$ cat src/hw/rtl/ffba_pkg.sv
// ----------------------------------------------------------------------------
// ffba_pkg
// Shared types, codes and constants of the first-fit block allocator.
// ----------------------------------------------------------------------------
package ffba_pkg;

    localparam int ARENA_BYTES  = 4096;
    localparam int HEADER_BYTES = 12;
    localparam int ADDR_W       = 12;
    localparam int SIZE_W       = 12;
    localparam int OFF_W        = 13;
    localparam int FUNC_W       = 2;
    localparam int STATUS_W     = 2;

    localparam logic BLK_TAKEN = 1'b0;
    localparam logic BLK_FREE  = 1'b1;

    localparam logic [FUNC_W-1:0] FUNC_ALLOC = 2'd0;
    localparam logic [FUNC_W-1:0] FUNC_FREE  = 2'd1;
    localparam logic [FUNC_W-1:0] FUNC_QUERY = 2'd2;

    localparam logic [STATUS_W-1:0] ST_OK       = 2'd0;
    localparam logic [STATUS_W-1:0] ST_NO_SPACE = 2'd1;
    localparam logic [STATUS_W-1:0] ST_BAD_ADDR = 2'd2;
    localparam logic [STATUS_W-1:0] ST_BAD_SIZE = 2'd3;

    typedef struct packed {
        logic [SIZE_W-1:0] size;
        logic              free;
        logic              linked;
        logic [ADDR_W-1:0] next;
    } hdr_t;

    typedef enum logic [3:0] {
        CMD_NONE,
        CMD_LOAD,
        CMD_START,
        CMD_READ,
        CMD_EVAL,
        CMD_SPLIT_H,
        CMD_MREAD,
        CMD_MCUR,
        CMD_MNEXT,
        CMD_EMIT
    } cmd_t;

    typedef struct packed {
        logic [FUNC_W-1:0] func;
        logic              bad;
        logic              hit;
        logic              split;
        logic              link_ok;
        logic              out_busy;
    } dp_status_t;

endpackage

$ cat src/hw/rtl/ffba_ctrl.sv
// ----------------------------------------------------------------------------
// ffba_ctrl
// Sequencer for setup, chain walk, split, merge walk and response hand-off.
// ----------------------------------------------------------------------------
module ffba_ctrl (
    input  logic                 clk,
    input  logic                 rst_n,
    input  logic                 in_valid,
    output logic                 in_ready,
    input  ffba_pkg::dp_status_t st,
    output ffba_pkg::cmd_t       cmd
);
    import ffba_pkg::*;

    typedef enum logic [3:0] {
        S_IDLE,
        S_START,
        S_READ,
        S_EVAL,
        S_SPLIT_H,
        S_MREAD,
        S_MCUR,
        S_MNEXT,
        S_DONE
    } state_t;

    state_t state_reg, state_next;

    always_comb
    begin
        state_next = state_reg;
        cmd        = CMD_NONE;
        unique case (state_reg)
            S_IDLE:
            begin
                if (in_valid)
                begin
                    cmd        = CMD_LOAD;
                    state_next = S_START;
                end
            end
            S_START:
            begin
                cmd        = CMD_START;
                state_next = st.bad ? S_DONE : S_READ;
            end
            S_READ:
            begin
                cmd        = CMD_READ;
                state_next = S_EVAL;
            end
            S_EVAL:
            begin
                cmd = CMD_EVAL;
                priority if (st.hit && st.func == FUNC_ALLOC)
                    state_next = st.split ? S_SPLIT_H : S_DONE;
                else if (st.hit && st.func == FUNC_FREE)
                    state_next = S_MREAD;
                else if (st.hit)
                    state_next = S_DONE;
                else if (st.link_ok)
                    state_next = S_READ;
                else
                    state_next = S_DONE;
            end
            S_SPLIT_H:
            begin
                cmd        = CMD_SPLIT_H;
                state_next = S_DONE;
            end
            S_MREAD:
            begin
                cmd        = CMD_MREAD;
                state_next = S_MCUR;
            end
            S_MCUR:
            begin
                cmd        = CMD_MCUR;
                state_next = st.link_ok ? S_MNEXT : S_DONE;
            end
            S_MNEXT:
            begin
                cmd        = CMD_MNEXT;
                state_next = st.link_ok ? S_MNEXT : S_DONE;
            end
            S_DONE:
            begin
                if (!st.out_busy)
                begin
                    cmd        = CMD_EMIT;
                    state_next = S_IDLE;
                end
            end
            default:
            begin
                state_next = S_IDLE;
            end
        endcase
    end

    always_ff @(posedge clk or negedge rst_n)
    begin
        if (!rst_n)
            state_reg <= S_IDLE;
        else
            state_reg <= state_next;
    end

    assign in_ready = (state_reg == S_IDLE);

endmodule

$ cat config.mk
export PLATFORM = sky130hd
export DESIGN_NAME = ffba_ctrl
export DESIGN_NICKNAME = d
export VERILOG_FILES = /design/src/hw/rtl/ffba_pkg.sv /design/src/hw/rtl/ffba_ctrl.sv
export SDC_FILE = /design/constraint.sdc
export NUM_CORES = 1
export LEC_CHECK = 0
export BUFFER_PORTS_ARGS = -buffer_cell sky130_fd_sc_hd__buf_2
export CORE_AREA = 2 2 39 41
export DETAILED_ROUTE_END_ITERATION = 7
export DIE_AREA = 0 0 41 43
export MAX_ROUTING_LAYER = met4
export PLACE_DENSITY_LB_ADDON = 0.1
export SLEW_MARGIN = 10
export SYNTH_ARGS = -nofsm -noshare
export SYNTH_HDL_FRONTEND = slang
export SYNTH_SLANG_ARGS = --single-unit
$ cat constraint.sdc
create_clock -name clk -period 2.24 [get_ports clk]
set_input_delay 0.112 -clock clk [delete_from_list [all_inputs] [get_ports clk]]
set_output_delay 0.112 -clock clk [all_outputs]
set_load 0.1 [all_outputs]
==> results.cfg <==
[setup_path]
crit_chain = nand2b_1 -> or4_1 -> o31ai_4 -> buf_2
crit_slowest_cell = or4_1
timing.rr.start = state_reg[1]
r2r_end = state_reg[2]
r2r_cells = 4
critPathKind = flip-flop to primary output
crit_arrival_ps = 1760
crit_path_start_kind = flip-flop
slowest_delay_ps = 470
critPathMaxFanout = 3
worst_setup_path_end_kind = primary output
critPathRequiredTime_ps = 2130
r2r_slack_ps = 780

[logic_synthesis]
synth_compound_area_frac = 0.208
seq_area_frac_synth = 0.277
synth-edff-count = 0
syn_nets = 55
synthFlopType = dfrtp_1
synth_mux_area_frac = 0
synth-xor-area-share = 0.0484
synth_fa_ha_area_frac = 0
synthCells = 45
synth_seq_cells = 4
syn_avg_cell_area_um2 = 8.04
async_flop_share = 1.00
synth.distinct_cells = 29
synth-simple-area-share = 0.398
synth_area_um2 = 362
synth_top_family_by_area = simple AND/OR/NAND/NOR gates
yosys_warnings = 0

[timing]
hold_viol = 0
finalMaxSlewViolations = 0
rsz0062_at_grt = false
fin_ws_ps = 365
fin_crit_sh = 0.837
finalClockSkew_ps = 4.73
worst_slew_pin_slew_ps = 484
finalSetupViolCount = 0
timing.fmax_mhz = 533
maxSlewHeadroom = 0.680
min_period_ps = 1870
fin_hold_ws_ps = 174

[clock_network]
cts_tree = built
htree_levels = 1
clk_pin_slew_ps = 40
cts-root-buf = clkbuf_4
cts_buffers = 3
clockBufferDepth = 2
cts_setup_buffers = 0
cts.sinks = 4
insertion_delay_ps = 230
ctsResizeCount = 0

[drt]
drc = 0
wl_per_cell_um = 12.0
wl_um = 948
vias_per_cell = 5.03
dr.pass1.iters = 2
num_vias = 397
ant_nets = 0
drtIter0Drc = 1

[worst_hold_path]
hold_end = state_reg[3]
holdPathStages = 2
holdCritStartpoint = st[0]
worstHoldPathType = input pin to flip-flop

[grt]
grt_pass1_vias = 382
antenna_found_initial = 0
grt_first_pass_wirelength_um = 1590
overflow = 0
grt_max_degree = 17
gr-usage-all-layers = 0.142

[outcome]
status = completed

[finish]
finalCoreUtilization = 0.382
drive_gt1_frac = 0.413
final_cell_mix = 14 x buf_2, 4 x nor2_1, 4 x buf_4, 4 x dfrtp_1
largest_reg_flops = 4
n_antenna_cell = 0
mostFrequentLayoutCell = buf_2
areaGrowthSynthToFinish_pct = 46.0
fin_area_um2 = 528
final_net_count = 75

[floorplanning]
fp.dieW_um = 41
die_h_um = 43
start_util = 0.261
fp.dieArea_um2 = 1760
core_area_um2 = 1380
num_rows = 14
ios = 15

[placement]
dp_hpwl_um = 729
io_buffer_count = 14
place_area_um2 = 495
gp_congestion = 0.750
dp_slack_ps = 612

[flow_run]
drv_cap = 0
## Yosys cell counts (2+ instances only)
cell / instances / area [um2]
inv_1: 2 / 7.51
xnor2_1: 2 / 17.5
buf_2: 2 / 10.0
a31oi_1: 2 / 12.5
nor2b_1: 2 / 12.5
dfrtp_1: 4 / 100
nor2_1: 5 / 18.8
clkbuf_1: 2 / 7.51
nor4_1: 2 / 12.5
nor3_1: 3 / 15.0
## repair_timing
| action | CTS | global route |
|---|---|---|
| setup endpoints to repair | 0 | 0 |
| hold buffers | 1 | 0 |
| endpoints found under the hold margin | 4 | 0 |
## worst max-delay path by stage
stage,cells past startpoint,end,start
floorplan,4,cmd[2],state_reg[2]
global placement,4,cmd[3],state_reg[2]
detailed placement,4,cmd[3],state_reg[2]
CTS,4,cmd[3],state_reg[2]
global route,4,cmd[3],state_reg[2]
finish,4,cmd[3],state_reg[2]
## metrics by stage
| step | setup TNS [ps] | cells |
|---|---|---|
| finish | 0 | 79 |
| global route | 0 | 79 |
| CTS | 0 | 79 |
| detailed placement | 0 | 75 |
| global placement | 0 | 75 |
| floorplan | -53.8 | 45 |
## final cells by class
| type | instances | area [um2] |
|---|---|---|
| Clock buffer | 3 | 22.5 |
| Tap cell | 16 | 20.0 |
| Fill cell | 153 | 856 |
| Multi-Input combinational cell | 35 | 268 |
| Inverter | 2 | 7.51 |
| Sequential cell | 4 | 100 |
| Timing Repair Buffer | 19 | 110 |
## kinds of logic after synthesis
kind of cell           count (synthesis)
AO/OA/AOI/OAI                         10
XOR/XNOR                               2
buffers and inverters                  6
flip-flops                             4
AND/OR/NAND/NOR                       23
## routing by layer
metal	wire (um)	track usage	up-vias
met3	31	0.0157	2
met4	13	0.120	0
met5	0	-	-
met1	413	0.175	180
met2	489	0.197	9
li1	-	-	206
## worst max-delay path, delay by kind of cell, from the launching register on
family,cells,cell delay [ps]
and+or+nand+nor,2,650
AOI/OAI and AO/OA,1,80
DFF,1,360
buffers and inverters,1,450
Power is not shown: default switching activity piles up to over one toggle a cycle in this logic, so the estimate is an artifact.
